<file path="config.mk">
export PLATFORM = sky130hd
export DESIGN_NAME = multi_channel_uart_transfer_unit
export DESIGN_NICKNAME = d
export VERILOG_FILES = /design/src/mcut_pkg.sv /design/src/mcut_rx_lane.sv /design/src/mcut_tx.sv /design/src/mcut_merge.sv /design/src/mcut_out_buf.sv /design/src/multi_channel_uart_transfer_unit.sv
export SDC_FILE = /design/constraint.sdc
export NUM_CORES = 1
export LEC_CHECK = 0
export BUFFER_PORTS_ARGS = -buffer_cell sky130_fd_sc_hd__buf_2
export CAP_MARGIN = 30
export CORE_MARGIN = 4
export CORE_UTILIZATION = 55
export DETAILED_ROUTE_END_ITERATION = 16
export PLACE_DENSITY = 0.78
export SLEW_MARGIN = 10
export SYNTH_ARGS = -nofsm -noshare
export SYNTH_HDL_FRONTEND = slang
export SYNTH_SLANG_ARGS = --single-unit
</file>
<file path="constraint.sdc">
create_clock -name clk -period 5.6 [get_ports clk]
set_input_delay 0.28 -clock clk [delete_from_list [all_inputs] [get_ports clk]]
set_output_delay 0.28 -clock clk [all_outputs]
set_load 0.005 [all_outputs]
</file>
<file path="src/mcut_pkg.sv">
// ----------------------------------------------------------------------------
// mcut_pkg: shared types and constants
// Widths, mode codes, register indexes and the word/lane status types used by
// the multi-channel UART transfer unit.
// ----------------------------------------------------------------------------
package mcut_pkg;

    localparam int MAX_LINES    = 4;
    localparam int BYTE_W       = 8;
    localparam int DATA_BITS    = 8;
    localparam int FRAME_BITS   = 10;
    localparam int PERIOD_W     = 16;
    localparam int TIMEOUT_W    = 16;
    localparam int DELAY_W      = 20;
    localparam int ACTIVE_W     = 3;
    localparam int TICKS_PER_MS = 1000;
    // elapsed time never passes 65535 ms worth of ticks
    localparam int ELAPSED_W    = 26;
    localparam int LIMIT_W      = 26;
    // due times lead elapsed time by 1.5 bit periods or the start delay at most
    localparam int TIME_W       = 27;
    localparam int CNT_W        = 3;
    localparam int FCNT_W       = 4;
    localparam int ADDR_W       = 4;
    localparam int DATA_W       = 32;

    localparam logic [1:0] MODE_DISC = 2'd0;
    localparam logic [1:0] MODE_IDLE = 2'd1;
    localparam logic [1:0] MODE_RUN  = 2'd2;
    localparam logic [1:0] MODE_DONE = 2'd3;

    localparam logic REQ_START = 1'b0;

    localparam logic [1:0] REG_BIT_PERIOD = 2'd0;
    localparam logic [1:0] REG_TIMEOUT    = 2'd1;
    localparam logic [1:0] REG_TX_DELAY   = 2'd2;
    localparam logic [1:0] REG_ACTIVE_RX  = 2'd3;

    localparam logic [PERIOD_W-1:0]  RST_BIT_PERIOD = 16'd104;
    localparam logic [TIMEOUT_W-1:0] RST_TIMEOUT    = 16'd100;
    localparam logic [LIMIT_W-1:0]   RST_LIMIT      = 26'd100000;

    typedef struct packed {
        logic              done;
        logic              conn;
        logic [BYTE_W-1:0] shift;
    } lane_stat_t;

    typedef struct packed {
        logic                        tx_line;
        logic                        busy;
        logic                        finished;
        logic                        timed_out;
        logic [MAX_LINES-1:0]        done_mask;
        logic [MAX_LINES-1:0]        conn_mask;
        logic [MAX_LINES*BYTE_W-1:0] bytes;
    } result_t;

endpackage

</file>
<file path="src/mcut_rx_lane.sv">
// ----------------------------------------------------------------------------
// mcut_rx_lane: one 8-bit UART receiver lane
// Waits for a falling line, samples at mid-bit once per bit period, LSB first.
// ----------------------------------------------------------------------------
module mcut_rx_lane
    import mcut_pkg::*;
(
    input  logic                 clk,
    input  logic                 rst_n,
    input  logic                 start,
    input  logic                 step,
    input  logic                 enable,
    input  logic                 line,
    input  logic [ELAPSED_W-1:0] now,
    input  logic [PERIOD_W-1:0]  period,
    output logic                 pending,
    output lane_stat_t           stat_next
);

    localparam logic [CNT_W-1:0] LAST_BIT = CNT_W'(DATA_BITS - 1);

    logic [1:0]        mode_reg, mode_next;
    logic [BYTE_W-1:0] shift_reg, shift_next;
    logic [CNT_W-1:0]  cnt_reg, cnt_next;
    logic [TIME_W-1:0] due_reg, due_next;
    logic [TIME_W-1:0] now_ext;

    assign now_ext = TIME_W'(now);

    always_comb
    begin
        mode_next  = mode_reg;
        shift_next = shift_reg;
        cnt_next   = cnt_reg;
        due_next   = due_reg;
        if (start)
        begin
            mode_next  = (enable && line) ? MODE_IDLE : MODE_DISC;
            shift_next = '0;
            cnt_next   = '0;
            due_next   = '0;
        end
        else if (step)
        begin
            if (mode_reg == MODE_IDLE && !line)
            begin
                // first sample lands in the middle of data bit 0
                mode_next = MODE_RUN;
                due_next  = now_ext + TIME_W'(period) + TIME_W'(period >> 1);
            end
            else if (mode_reg == MODE_RUN && due_reg <= now_ext)
            begin
                shift_next = shift_reg | (BYTE_W'(line) << cnt_reg);
                cnt_next   = cnt_reg + 1'b1;
                due_next   = due_reg + TIME_W'(period);
                if (cnt_reg == LAST_BIT)
                begin
                    mode_next = MODE_DONE;
                end
            end
        end
    end

    always_ff @(posedge clk or negedge rst_n)
    begin
        if (!rst_n)
        begin
            mode_reg  <= MODE_DISC;
            shift_reg <= '0;
            cnt_reg   <= '0;
        end
        else
        begin
            mode_reg  <= mode_next;
            shift_reg <= shift_next;
            cnt_reg   <= cnt_next;
        end
    end

    always_ff @(posedge clk)
    begin
        due_reg <= due_next;
    end

    assign pending         = (mode_reg == MODE_IDLE) || (mode_reg == MODE_RUN);
    assign stat_next.done  = (mode_next == MODE_DONE);
    assign stat_next.conn  = (mode_next != MODE_DISC);
    assign stat_next.shift = shift_next;

endmodule

</file>
<file path="src/mcut_tx.sv">
// ----------------------------------------------------------------------------
// mcut_tx: 8N1 transmitter
// Shifts out start, 8 data and stop bits, one per bit period after the delay.
// ----------------------------------------------------------------------------
module mcut_tx
    import mcut_pkg::*;
(
    input  logic                 clk,
    input  logic                 rst_n,
    input  logic                 start,
    input  logic                 step,
    input  logic [BYTE_W-1:0]    send_byte,
    input  logic [DELAY_W-1:0]   delay,
    input  logic [PERIOD_W-1:0]  period,
    input  logic [ELAPSED_W-1:0] now,
    output logic                 active,
    output logic                 level_next
);

    localparam logic [FCNT_W-1:0] FRAME_LEN = FCNT_W'(FRAME_BITS);

    logic [FRAME_BITS-1:0] frame_reg, frame_next;
    logic [FCNT_W-1:0]     cnt_reg, cnt_next;
    logic [TIME_W-1:0]     due_reg, due_next;
    logic                  level_reg;

    assign active = (cnt_reg < FRAME_LEN);

    always_comb
    begin
        frame_next = frame_reg;
        cnt_next   = cnt_reg;
        due_next   = due_reg;
        level_next = level_reg;
        if (start)
        begin
            frame_next = {1'b1, send_byte, 1'b0};
            cnt_next   = '0;
            due_next   = TIME_W'(delay);
            level_next = 1'b1;
        end
        else if (step && active && due_reg <= TIME_W'(now))
        begin
            level_next = frame_reg[0];
            frame_next = {1'b1, frame_reg[FRAME_BITS-1:1]};
            cnt_next   = cnt_reg + 1'b1;
            due_next   = due_reg + TIME_W'(period);
        end
    end

    always_ff @(posedge clk or negedge rst_n)
    begin
        if (!rst_n)
        begin
            frame_reg <= '1;
            cnt_reg   <= FRAME_LEN;
            due_reg   <= '0;
            level_reg <= 1'b1;
        end
        else
        begin
            frame_reg <= frame_next;
            cnt_reg   <= cnt_next;
            due_reg   <= due_next;
            level_reg <= level_next;
        end
    end

endmodule

</file>
<file path="src/mcut_merge.sv">
// ----------------------------------------------------------------------------
// mcut_merge: lane merge
// Gathers lane status into the packed masks and bytes of the result word.
// ----------------------------------------------------------------------------
module mcut_merge
    import mcut_pkg::*;
#(
    parameter int NUM_LANES = 4
)
(
    input  lane_stat_t           stat [NUM_LANES],
    input  logic [NUM_LANES-1:0] pend,
    input  logic                 tx_level,
    input  logic                 busy,
    input  logic                 fin,
    input  logic                 tmo,
    output logic                 any_pending,
    output result_t              result
);

    assign any_pending = |pend;

    assign result.tx_line   = tx_level;
    assign result.busy      = busy;
    assign result.finished  = fin;
    assign result.timed_out = tmo;

    for (genvar i = 0; i < MAX_LINES; i++)
    begin : g_pack
        if (i < NUM_LANES)
        begin : g_lane
            assign result.done_mask[i]             = stat[i].done;
            assign result.conn_mask[i]             = stat[i].conn;
            assign result.bytes[i*BYTE_W +: BYTE_W] = stat[i].shift;
        end
        else
        begin : g_none
            assign result.done_mask[i]             = 1'b0;
            assign result.conn_mask[i]             = 1'b0;
            assign result.bytes[i*BYTE_W +: BYTE_W] = '0;
        end
    end

endmodule

</file>
<file path="src/mcut_out_buf.sv">
// ----------------------------------------------------------------------------
// mcut_out_buf: output register with skid stage
// Holds result words for the receiver; stalls the input only when both are full.
// ----------------------------------------------------------------------------
module mcut_out_buf
    import mcut_pkg::*;
(
    input  logic    clk,
    input  logic    rst_n,
    input  logic    wr,
    input  result_t wdata,
    input  logic    out_stall,
    output logic    out_valid,
    output result_t rdata,
    output logic    full
);

    logic    out_valid_reg, out_valid_next;
    logic    skid_valid_reg, skid_valid_next;
    result_t out_data_reg, out_data_next;
    result_t skid_data_reg, skid_data_next;
    logic    take;

    assign take = out_valid_reg && !out_stall;

    always_comb
    begin
        out_valid_next  = out_valid_reg;
        skid_valid_next = skid_valid_reg;
        out_data_next   = out_data_reg;
        skid_data_next  = skid_data_reg;
        if (skid_valid_reg)
        begin
            // input is stalled while the skid word is held
            if (take)
            begin
                out_data_next   = skid_data_reg;
                skid_valid_next = 1'b0;
            end
        end
        else if (wr)
        begin
            if (!out_valid_reg || take)
            begin
                out_data_next  = wdata;
                out_valid_next = 1'b1;
            end
            else
            begin
                skid_data_next  = wdata;
                skid_valid_next = 1'b1;
            end
        end
        else if (take)
        begin
            out_valid_next = 1'b0;
        end
    end

    always_ff @(posedge clk or negedge rst_n)
    begin
        if (!rst_n)
        begin
            out_valid_reg  <= 1'b0;
            skid_valid_reg <= 1'b0;
        end
        else
        begin
            out_valid_reg  <= out_valid_next;
            skid_valid_reg <= skid_valid_next;
        end
    end

    always_ff @(posedge clk)
    begin
        out_data_reg  <= out_data_next;
        skid_data_reg <= skid_data_next;
    end

    assign out_valid = out_valid_reg;
    assign rdata     = out_data_reg;
    assign full      = skid_valid_reg;

endmodule

</file>
<file path="src/multi_channel_uart_transfer_unit.sv">
// ----------------------------------------------------------------------------
// multi_channel_uart_transfer_unit: one-shot UART exchange
// One 8N1 transmitter and up to four 8-bit receivers, timed by tick words.
// ----------------------------------------------------------------------------
// Usage:
//   Input words (in_valid/in_stall) are either a start word, which loads
//   send_byte, arms each enabled receiver whose line is high and clears the
//   elapsed time, or a one-microsecond tick word carrying the line levels.
//   Each input word yields exactly one result word (out_valid/out_stall)
//   with the transmit level, busy/finished/timed_out flags, receiver masks
//   and the bytes sampled so far.
//   Results are registered; one word per clock is sustained while out_stall
//   is low. All receiver lanes update in the same cycle and the merge is
//   combinational, so the tick rate is set by the lane compare/add path. When
//   the receiver stalls, one more word is absorbed by a skid register, then
//   in_stall rises until the output word is taken. Registers are to be
//   written over the APB port between words; the block does not enforce it.
//   Bit period and timeout act at once, receiver count and start delay at the
//   next start. Reset clears the exchange, idles the transmit line high and
//   loads the default register values (104 us bit, 100 ms timeout).
// ----------------------------------------------------------------------------
module multi_channel_uart_transfer_unit
    import mcut_pkg::*;
#(
    parameter int NUM_RECEIVERS = 4
)
(
    input  logic                        clk,
    input  logic                        rst_n,
    // APB configuration port
    input  logic                        psel,
    input  logic                        penable,
    input  logic                        pwrite,
    input  logic [ADDR_W-1:0]           paddr,
    input  logic [DATA_W-1:0]           pwdata,
    output logic [DATA_W-1:0]           prdata,
    output logic                        pready,
    // input channel
    input  logic                        in_valid,
    output logic                        in_stall,
    input  logic                        req_type,
    input  logic [BYTE_W-1:0]           send_byte,
    input  logic [MAX_LINES-1:0]        rx_lines,
    // output channel
    output logic                        out_valid,
    input  logic                        out_stall,
    output logic                        tx_line,
    output logic                        busy_res,
    output logic                        finished,
    output logic                        timed_out,
    output logic [MAX_LINES-1:0]        rx_done_mask,
    output logic [MAX_LINES-1:0]        rx_connected_mask,
    output logic [MAX_LINES*BYTE_W-1:0] rx_bytes
);

    // lanes are capped at MAX_LINES; lines without a lane stay disconnected
    localparam int NUM_LANES = (NUM_RECEIVERS < MAX_LINES) ? NUM_RECEIVERS : MAX_LINES;

    logic [PERIOD_W-1:0]  bit_period_reg;
    logic [TIMEOUT_W-1:0] timeout_reg;
    logic [LIMIT_W-1:0]   limit_reg;
    logic [DELAY_W-1:0]   delay_reg;
    logic [ACTIVE_W-1:0]  active_reg;

    logic                 busy_reg, busy_next;
    logic [ELAPSED_W-1:0] elapsed_reg, elapsed_next, tick_now;

    logic                 cfg_wr;
    logic                 accept, is_start, start, step, end_now, tmo;
    logic                 any_pending, tx_active, tx_level_next;
    logic [NUM_LANES-1:0] lane_pend;
    lane_stat_t           lane_stat [NUM_LANES];
    result_t              result, out_word;

    // ---------------- configuration ----------------
    assign pready = 1'b1;
    assign cfg_wr = psel && penable && pwrite;

    always_ff @(posedge clk or negedge rst_n)
    begin
        if (!rst_n)
        begin
            bit_period_reg <= RST_BIT_PERIOD;
            timeout_reg    <= RST_TIMEOUT;
            limit_reg      <= RST_LIMIT;
            delay_reg      <= '0;
            active_reg     <= '0;
        end
        else if (cfg_wr)
        begin
            unique case (paddr[3:2])
                REG_BIT_PERIOD: bit_period_reg <= pwdata[PERIOD_W-1:0];
                REG_TIMEOUT:
                begin
                    timeout_reg <= pwdata[TIMEOUT_W-1:0];
                    limit_reg   <= LIMIT_W'(pwdata[TIMEOUT_W-1:0]) * LIMIT_W'(TICKS_PER_MS);
                end
                REG_TX_DELAY:   delay_reg  <= pwdata[DELAY_W-1:0];
                REG_ACTIVE_RX:  active_reg <= pwdata[ACTIVE_W-1:0];
            endcase
        end
    end

    always_comb
    begin
        prdata = '0;
        unique case (paddr[3:2])
            REG_BIT_PERIOD: prdata = DATA_W'(bit_period_reg);
            REG_TIMEOUT:    prdata = DATA_W'(timeout_reg);
            REG_TX_DELAY:   prdata = DATA_W'(delay_reg);
            REG_ACTIVE_RX:  prdata = DATA_W'(active_reg);
        endcase
    end

    // ---------------- exchange control ----------------
    assign accept   = in_valid && !in_stall;
    assign is_start = (req_type == REQ_START);
    assign start    = accept && is_start;
    assign tmo      = (elapsed_reg >= limit_reg);
    // end test uses the time before this tick advances it
    assign end_now  = accept && !is_start && busy_reg && (tmo || !(any_pending || tx_active));
    assign step     = accept && !is_start && busy_reg && !end_now;
    assign tick_now = elapsed_reg + 1'b1;

    always_comb
    begin
        busy_next    = busy_reg;
        elapsed_next = elapsed_reg;
        if (start)
        begin
            busy_next    = 1'b1;
            elapsed_next = '0;
        end
        else if (end_now)
        begin
            busy_next = 1'b0;
        end
        else if (step)
        begin
            elapsed_next = tick_now;
        end
    end

    always_ff @(posedge clk or negedge rst_n)
    begin
        if (!rst_n)
        begin
            busy_reg    <= 1'b0;
            elapsed_reg <= '0;
        end
        else
        begin
            busy_reg    <= busy_next;
            elapsed_reg <= elapsed_next;
        end
    end

    // ---------------- receiver lanes ----------------
    for (genvar i = 0; i < NUM_LANES; i++)
    begin : g_lane
        mcut_rx_lane u_lane
        (
            .clk       (clk),
            .rst_n     (rst_n),
            .start     (start),
            .step      (step),
            .enable    (ACTIVE_W'(i) < active_reg),
            .line      (rx_lines[i]),
            .now       (tick_now),
            .period    (bit_period_reg),
            .pending   (lane_pend[i]),
            .stat_next (lane_stat[i])
        );
    end

    // ---------------- transmitter ----------------
    mcut_tx u_tx
    (
        .clk        (clk),
        .rst_n      (rst_n),
        .start      (start),
        .step       (step),
        .send_byte  (send_byte),
        .delay      (delay_reg),
        .period     (bit_period_reg),
        .now        (tick_now),
        .active     (tx_active),
        .level_next (tx_level_next)
    );

    // ---------------- merge and output ----------------
    mcut_merge #(.NUM_LANES(NUM_LANES)) u_merge
    (
        .stat        (lane_stat),
        .pend        (lane_pend),
        .tx_level    (tx_level_next),
        .busy        (busy_next),
        .fin         (end_now),
        .tmo         (end_now && tmo),
        .any_pending (any_pending),
        .result      (result)
    );

    mcut_out_buf u_out
    (
        .clk       (clk),
        .rst_n     (rst_n),
        .wr        (accept),
        .wdata     (result),
        .out_stall (out_stall),
        .out_valid (out_valid),
        .rdata     (out_word),
        .full      (in_stall)
    );

    assign tx_line           = out_word.tx_line;
    assign busy_res          = out_word.busy;
    assign finished          = out_word.finished;
    assign timed_out         = out_word.timed_out;
    assign rx_done_mask      = out_word.done_mask;
    assign rx_connected_mask = out_word.conn_mask;
    assign rx_bytes          = out_word.bytes;

endmodule

</file>
# Yosys cells after proc, flatten, opt, wreduce, memory -nomap -nowiden

Cells that the tools add are included.

Register bits after elaboration: 397
Word-level logic and storage cells: 269
Input bits: 56
Output and inout port bits: 79

$add $sub $neg: 13
Reduce and logical (&&, ||, !) cells: 75
Multiplexer cells: 89
Order comparisons: 11
Equal/unequal tests: 26
Bitwise logic cells: 7
Shift-type cells: 4
Multiply operators: 1

Operators by type and width:

| cell                    | count |
|---|---|
| $mux W27                | 10 |
| $mux W44                | 4 |
| $add A27 B16 Y27        | 5 |
| $le A27 B26 Y1          | 5 |
| $mux W8                 | 16 |
| $pmux W32 S4            | 1 |
| $mux W26                | 3 |
| $mux W3                 | 16 |
| $mux W2                 | 20 |
| $reduce_bool A2 Y1      | 17 |
| $or A8 B8 Y8            | 4 |
| $shl A1 B3 Y8           | 4 |
| $add A26 B16 Y27        | 1 |
| $add A27 B15 Y27        | 1 |
| $add A26 B1 Y26 const B | 1 |
| $ge A26 B26 Y1          | 1 |
| $logic_and A1 B1 Y1     | 24 |
| $mul A16 B7 Y23 const B | 1 |
| $reduce_and A3 Y1       | 7 |
| $eq A2 B2 Y1 const B    | 10 |
| $mux W10                | 2 |
| $reduce_and A2 Y1       | 9 |
| $mux W1                 | 15 |
| $add A3 B1 Y3 const B   | 4 |
| other kinds (14)        | 45 |

# Depth between registers and ports, before layout

Gate-level depths: netlist of run 1.

Depth in word-level cells: 16
Mapped depth: 21
Gate-level depth less buffers: 18

# Hierarchy

A second synthesis of run 1 with hierarchy kept.

Cell total of the unflattened synthesis: 3800
Area, all modules: 34282.9 um2

By module, submodules not included:

| module                              | cells each | sequential area each (um2) | area each (um2) | times used |
|---|---|---|---|---|
| mcut_rx_lane (g_lane[2].u_lane ...) | 590        | 865.8                      | 4692.0          | 2 |
| multi_channel_uart_transfer_unit    | 881        | 2592.5                     | 8454.4          | 1 |
| mcut_rx_lane (g_lane[1].u_lane)     | 577        | 865.8                      | 4694.5          | 1 |
| mcut_rx_lane (g_lane[0].u_lane)     | 579        | 865.8                      | 4654.5          | 1 |
| mcut_tx                             | 389        | 1041.0                     | 3414.5          | 1 |
| mcut_out_buf                        | 149        | 2692.6                     | 3343.2          | 1 |
| mcut_merge                          | 45         | 0.0                        | 337.8           | 1 |

# Least setup slack after synthesis of run 1

No wires, ideal clock.

Kind: register to register
Start point: register elapsed_reg[5]
End point: register u_out.skid_data_reg[25] (netlist bit), data pin
Library setup time: 135 ps
Required time: 5465 ps
Cell stages (with the launch flop): 20
Buffers on the path: 4
Slack: 692 ps
Arrival time: 4773 ps
Clock period less this slack: 4908 ps
Cells stage by stage: dfrtp_1 buf_2 nand4_4 or4_1 buf_2 buf_2 nor2_1 nand2_1 xor2_1 ha_1 a21o_1 a211o_1 nor3_1 a31oi_1 a2111oi_0 o21ai_1 or3_1 buf_2 nor4_1 o21a_1

Longest elaborated chain between the ends: 7
Elaborated cells on any way between the ends: 12
Classes of those cells: 1 x add/sub; 2 x order compare; 4 x mux; 5 x reduce/logical

RTL lines:

| element                                                     | RTL line                                                                         | source |
|---|---|---|
| start, declared                                             | multi_channel_uart_transfer_unit.sv:66                                           | `logic [ELAPSED_W-1:0] elapsed_reg, elapsed_next, tick_now;` |
| start signal, assigned                                      | multi_channel_uart_transfer_unit.sv:154                                          | `elapsed_reg <= elapsed_next;` |
| $add A26 B1 Y26 / $ge A26 B26 Y1 (equally long branches)    | multi_channel_uart_transfer_unit.sv:123, multi_channel_uart_transfer_unit.sv:119 |  |
| $le A27 B26 Y1 / $logic_or A1 B1 Y1 (equally long branches) | mcut_rx_lane.sv:51, multi_channel_uart_transfer_unit.sv:121                      |  |
| $logic_and A1 B1 Y1 (on tied branches)                      | mcut_rx_lane.sv:51, multi_channel_uart_transfer_unit.sv:121                      |  |
| $mux W8 / $logic_not A1 Y1 (equally long branches)          | mcut_rx_lane.sv:51, multi_channel_uart_transfer_unit.sv:122                      |  |
| $mux W8 / $logic_and A1 B1 Y1 (equally long branches)       | mcut_rx_lane.sv:45, multi_channel_uart_transfer_unit.sv:122                      |  |
| $mux W8 (*)                                                 | mcut_rx_lane.sv:43                                                               | `else if (step)` |
| $mux W8 (*)                                                 | mcut_rx_lane.sv:36                                                               | `if (start)` |
| named net g_lane[3].u_lane.shift_next[1]                    | mcut_rx_lane.sv:23                                                               | `logic [BYTE_W-1:0] shift_reg, shift_next;` |
| end signal, assigned                                        | mcut_out_buf.sv:77                                                               | `skid_data_reg <= skid_data_next;` |
| end, declared                                               | mcut_out_buf.sv:21                                                               | `result_t skid_data_reg, skid_data_next;` |

The timed path passes the listed nets; every way through them passes the cells marked *.
A chain may end at the register's enable or synchronous reset.

# Final worst setup path of run 1

Start point: register elapsed_reg[9]
End point: register g_lane[1].u_lane.due_reg[8]

Longest elaborated chain between the ends: 6
Elaborated cells on any way between the ends: 10
Classes of those cells: 1 x add/sub; 2 x order compare; 7 x reduce/logical

RTL lines:

| element                                                | RTL line           | source |
|---|---|---|
| branches (longest 5 deep; another with $le A27 B26 Y1) | --                 |  |
| $reduce_and A2 Y1 (no source line) (*)                 | --                 |  |
| end signal, assigned                                   | mcut_rx_lane.sv:82 | `due_reg <= due_next;` |
| end, declared                                          | mcut_rx_lane.sv:25 | `logic [TIME_W-1:0] due_reg, due_next;` |

Mark *: on every way between the ends.

==> impl_metrics.ini, run 1 <==
[run_status]
status = completed

[synthesis]
ys_ff_latch = 394
synth-seq-area-share = 0.3301
yosysWarningCount = 0
postSynthAreaPerCell_sq_um = 9.027
synth_top_family_by_area = compound AO/OA/AOI/OAI gates
synth_cells = 3285
synth-xor-area-share = 0.04785
synth-async-reset-ratio = 0.5025
synth_simple_gate_area_frac = 0.1612
synth-edff-count = 88
netlist_area_sq_um = 29650
synth_compound_area_frac = 0.2026
yosysUniqueCellTypes = 103
synth_fa_ha_area_frac = 0.1782
synthMuxAreaShare = 0.02565
yosys_most_used_dff = dfrtp_1

[grt]
grt_max_degree = 106
grt_pass1_vias = 24201
gr-total-overflow = 0
grt_antenna_before_repair = 3
grt_use_total = 0.2808
grt_pass1_wl_um = 130900

[setup_path]
required_ns = 6.10
crit_type = flip-flop to flip-flop
critPathLaunchType = flip-flop
path_max_fanout = 34
crit_arrival_ns = 5.78
endpoint_kind = flip-flop

[floorplanning]
start_util = 0.5598
die_w_um = 240.2
rows = 84
die_height_um = 240.2
die_area_sq_um = 57690
core-area_sq_um = 52970
io_pins = 135

[clocking]
clock_path_buffers = 3
tritoncts = built
clkSinkCount = 394
clk_latency_ns = 0.59
cts_setup_buffers = 0
numCtsBuffers = 45
htree_num_levels = 2
root_buffer = clkbuf_16
clk_pin_slew_worst_paths_ns = 0.06

[detailed_routing]
routed_via_density = 6.178
routedWlPerCell_um = 19.82
vias = 25557
first_iter_violations = 2383
detail_route.wirelength_um = 82010
drc_errors = 0
first_pass_iters = 6
ant_nets = 0

[timing]
setup_viol = 0
fin_crit_sh = 0.9427
fin_tns_setup_ns = 0
finalHoldViolations = 0
setup_ws_ns = 0.3211
finalMaxSlewViolations = 0
slew_headroom = 0.3873
period_needed_ns = 5.279
hold_slack_ns = 0.03044
clock.fmax_mhz = 189.4
skew_ns = 0.02639
worst_pin_slew_ns = 0.9181

[hold_path]
hp-class = input port to flip-flop

[place]
portBuffers = 107
place_congestion = 0.9816
dp_slack_ns = 0.2109
place_hpwl_um = 61830
postPlaceCellArea_sq_um = 31280

[power]
vdd_drop_max_v = 0.0003409
power_leakage_uw = 0.01471
switching_share = 0.4198
p_per_area_nw_per_um2 = 456.5
switchingPower_uw = 6339
internal-power_uw = 8762
clock_power_share = 0.206
p_seq_frac = 0.289
comb_power_share = 0.505

[layout]
nNetsFinal = 3843
largest_reg_flops = 108
drive_gt1_frac = 0.1157
fillers = 4387
diodes = 0
utilization = 0.6245
syn_to_final_growth_pct = 11.55
fin_area_sq_um = 33080

[run]
drv_cap = 0
## Yosys cell counts, drive strengths merged, types with 21 or more instances
cell,n,share of area
nand2,303,0.039
ha,299,0.13
nor2,270,0.034
o21ai,252,0.043
inv,244,0.031
a21oi,176,0.030
dfrtp,174,0.15
clkbuf,111,0.014
dfxtp,108,0.073
nand3,94,0.016
edfxtp,88,0.089
xnor2,80,0.024
fa,75,0.051
a211oi,67,0.017
nor3,60,0.010
xor2,58,0.017
a21o,53,0.013
buf,47,0.0090
o21a,45,0.011
nand4,41,0.0092
nor2b,36,0.0076
mux2,34,0.013
a221o,31,0.010
mux2i,31,0.010
nand2b,30,0.0063
o31ai,30,0.0082
a31oi,26,0.0055
o211ai,26,0.0066
dfstp,24,0.021
nor4,22,0.0056
a22o,21,0.0062
and3,21,0.0044
## cell type report
| cell class | count | area, sq um | share of cell area |
|---|---|---|---|
| flip-flops and latches | 394 | 9791 | 0.2960 |
| clock inverters | 18 | 222.7 | 0.006733 |
| repair buffers | 228 | 1567 | 0.04736 |
| clock buffers | 65 | 1324 | 0.04002 |
| inverters | 245 | 919.6 | 0.02780 |
| well taps | 688 | 860.8 | 0.02602 |
| multi-input cells | 2499 | 18390 | 0.5561 |
## final timing paths
path,cells after the start,start,end,slack (ns)
setup / recovery,17,elapsed_reg[9]$_DFFE_PN0P_,g_lane[1].u_lane.due_reg[8]$_SDFFE_PP0P_,0.32
max in group asynchronous,3,rst_n,u_tx.due_reg[12]$_DFFE_PN0P_,4.00
hold / removal,3,pwdata[1],timeout_reg[1]$_DFFE_PN0P_,0.03
setup reg to reg,17,elapsed_reg[9]$_DFFE_PN0P_,g_lane[1].u_lane.due_reg[8]$_SDFFE_PP0P_,0.32
min in group asynchronous,2,rst_n,busy_reg$_DFF_PN0_,0.32
hold reg to reg,2,timeout_reg[5]$_DFFE_PN1P_,timeout_reg[5]$_DFFE_PN1P_,0.48
## kinds of logic after synthesis
| logic type | after synthesis |
|---|---|
| buffers and inverters | 403 |
| xor gates and xnor gates | 147 |
| other | 2 |
| and+or+nand+nor | 991 |
| adders and majority gates | 378 |
| DFF | 394 |
| muxes | 68 |
| AOI/OAI and AO/OA | 902 |
## power groups by stage
stage | clock (uW) | sequential, uW | combinational, uW
global route | 3260 | 4450 | 8500
global placement | 0 | 4380 | 7190
CTS | 3150 | 4360 | 7480
detailed placement | 0 | 4400 | 7410
finish | 3110 | 4360 | 7630
floorplan | 0 | 4220 | 5450
## stage by stage
stage | power [uW] | instances
after floorplan | 9669 | 3296
after global placement | 11570 | 4031
after detailed placement | 11810 | 4034
after CTS | 14990 | 4132
after global routing | 16210 | 4137
final | 15100 | 4137
## layout by cell type, fill, tap and decap left out, drive strengths merged, types with 75 or more instances in the layout
cell      n
inv     246
nor2    270
edfxtp   88
nand2   303
o21ai   252
ha      299
a21oi   176
dfrtp   174
dfxtp   108
buf     213
xnor2    80
fa       75
nand3    94
## worst max-delay path, stage by stage, from the launching register on
cell and delay, ns:
dfrtp_1 0.51, nand3_2 0.17, or4_1 0.66, nor2_1 0.24, nand3_1 0.15, xor2_2 0.47
ha_1 0.22, nand3_1 0.10, nor3b_1 0.35, and2_1 0.24, nand4_1 0.11, nand3_1 0.11
nand4_1 0.12, or4_4 0.59, a311o_2 0.51, buf_12 0.21, a211o_1 0.28, a21oi_1 0.13
## metal layers
metal / vias to the layer above / GRT usage / share of wire
li1: 12180 / - / -
met5: - / 0 / 0.00016
met1: 12164 / 0.3841 / 0.43
met3: 206 / 0.04370 / 0.071
met2: 1005 / 0.4547 / 0.46
met4: 2 / 0.1030 / 0.038
## timing repair
item / 4_1_cts / 5_1_grt
hold endpoints to repair: 108 / 0
hold buffers: 15 / 0
gates resized for setup: 0 / 6
endpoints found under the setup margin: 0 / 54
Note: power is estimated with default switching activity, not from simulation.
==> run 2: changes to the inputs <==
--- a/config.mk
+++ b/config.mk
@@ -10,6 +10,7 @@
 export CORE_MARGIN = 4
 export CORE_UTILIZATION = 55
 export DETAILED_ROUTE_END_ITERATION = 16
+export HOLD_SLACK_MARGIN = 0.05
 export PLACE_DENSITY = 0.78
 export SLEW_MARGIN = 10
 export SYNTH_ARGS = -nofsm -noshare
==> run 2 against run 1 <==
  * Non-clock buffer count rose by 9
  * Clock skew rose by 0.0036 ns
  * Combinational power about the same
  * Worst setup slack got worse by 0.022 ns
  * Final cell count rose by 0.24%
  * Register-to-register slack lost 0.02 ns
  * Sequential cell count stayed put
  * Critical path type is now input port to flip-flop
==> impl_metrics.ini, run 2 (synthesis results as in run 1) <==
[setup_path]
r2r_slack_ns = 0.30
cp_slowest_cell = fa_1
crit_buf_inv = 4
cp_cell_sequence = dlygate4sd3_1 -> buf_2 -> inv_1 -> fa_1 -> fa_1 -> fa_1 -> fa_1 -> inv_1 -> ha_1 -> or4_1 -> a21oi_1 -> o31ai_1 -> o2111ai_1 -> a211oi_1 -> or4_1 -> a31oi_1 -> xnor2_1 -> o21ai_0
endpoint = limit_reg[25]$_DFFE_PN0P_
endpoint_kind = flip-flop
crit_type = input port to flip-flop
path_depth = 18
r2r_end = u_out.skid_data_reg[26]$_DFFE_PP_
crit_path_max_incr_delay_ns = 0.57
required_ns = 6.06
crit_top_cell = fa_1
startpoint = pwdata[2]
reg2reg_from = elapsed_reg[9]$_DFFE_PN0P_
crit_arrival_ns = 5.76
critPathLaunchType = input port
critPathTopFamily = adder cells
rr_worst_depth = 14
path_max_fanout = 6

[layout]
drive_gt1_frac = 0.1154
largest_reg_flops = 108
nNetsFinal = 3852
layout_commonest_cell = nand2_1
syn_to_final_growth_pct = 11.86
stdcell_count = 4147
final_cell_mix = nand2_1 (301), ha_1 (299), nor2_1 (267), o21ai_0 (247), inv_1 (243)

[hold_path]
hp-class = input port to flip-flop

[timing]
hold_slack_ns = 0.08352
period_needed_ns = 5.301
slew_headroom = 0.3843
worst_pin_slew_ns = 0.9226
finalMaxSlewViolations = 0
skew_ns = 0.02998
fin_crit_sh = 0.9466
finalHoldViolations = 0
clock.fmax_mhz = 188.6
setup_viol = 0

[floorplanning]
rows = 84
die_area_sq_um = 57690
die_height_um = 240.2
io_pins = 135
start_util = 0.5598
die_w_um = 240.2
core-area_sq_um = 52970

[grt]
grt_pass1_vias = 24288
gr-total-overflow = 0
grt_max_degree = 106
grt_use_total = 0.2814
grt_pass1_wl_um = 131200
grt_antenna_before_repair = 4

[detailed_routing]
first_pass_iters = 6
ant_nets = 0
routedWlPerCell_um = 19.84
vias = 25595
routed_via_density = 6.172
drc_errors = 0
first_iter_violations = 2232
detail_route.wirelength_um = 82260

[power]
p_per_area_nw_per_um2 = 455.8
power_leakage_uw = 0.01475
total_power_uw = 15120
vdd_drop_max_v = 0.0003392

[clocking]
numCtsBuffers = 45
root_buffer = clkbuf_16
tritoncts = built
htree_num_levels = 2
clock_path_buffers = 3
clk_latency_ns = 0.59
clkSinkCount = 394
clk_pin_slew_worst_paths_ns = 0.06

[place]
place_inst = 4034
place_congestion = 0.9816
portBuffers = 107
place_hpwl_um = 61830

[run]
drv_cap = 0

[run_status]
status = completed
[run 2: metrics by stage]
stage            util   TNS, ns  instance area, sq um  setup slack, ns
3_3_place_gp   0.5900         0                 31250           0.2894
6_report       0.6262         0                 33170           0.2990
3_5_place_dp   0.5906         0                 31280           0.2109
2_1_floorplan       -         0                 29690           0.6922
5_1_grt        0.6262  -0.01543                 33170         -0.01543
4_1_cts        0.6243         0                 33070           0.1555
[run 2: report_power, final]
group	switching, uW	internal (uW)
Clock	1270	1840
Sequential	620	3740
Combinational	4460	3190
[run 2: final cells by class]
| type | instances | area [sq um] |
|---|---|---|
| fill | 4373 | 19800 |
| multi-input combinational | 2499 | 18390 |
| sequential | 394 | 9791 |
| timing repair buffer | 237 | 1657 |
| clock buffer | 65 | 1324 |
| inverter | 245 | 919.6 |
| tap | 688 | 860.8 |
| clock inverter | 18 | 222.7 |
| antenna | 1 | 2.502 |
[run 2: worst min-delay path by stage]
stage                    from                        end  slack (ns)  depth (start not counted)
finish              pwdata[4]   delay_reg[4]$_DFFE_PN0P_        0.08                          2
global placement        rst_n         busy_reg$_DFF_PN0_        0.39                          1
CTS                 pwdata[4]   delay_reg[4]$_DFFE_PN0P_        0.05                          2
floorplan               rst_n  active_reg[0]$_DFFE_PN0P_       -0.02                          0
global route        pwdata[4]   delay_reg[4]$_DFFE_PN0P_        0.09                          2
detailed placement      rst_n         busy_reg$_DFF_PN0_        0.39                          1
[run 2: per-layer routing]
layer | up-vias | GRT usage | part of all wire
met3 | 234 | 0.04428 | 0.075
met5 | - | 0 | 0.00016
met1 | 12104 | 0.3838 | 0.42
met4 | 2 | 0.1056 | 0.040
li1 | 12196 | - | -
met2 | 1059 | 0.4556 | 0.46
[run 2: repair_timing]
item / in CTS / in global routing
endpoints found under the setup margin: 0 / 54
hold buffers: 24 / 0
resized for setup: 0 / 6
buffers inserted: 0 / 0
endpoints found under the hold margin: 117 / 0
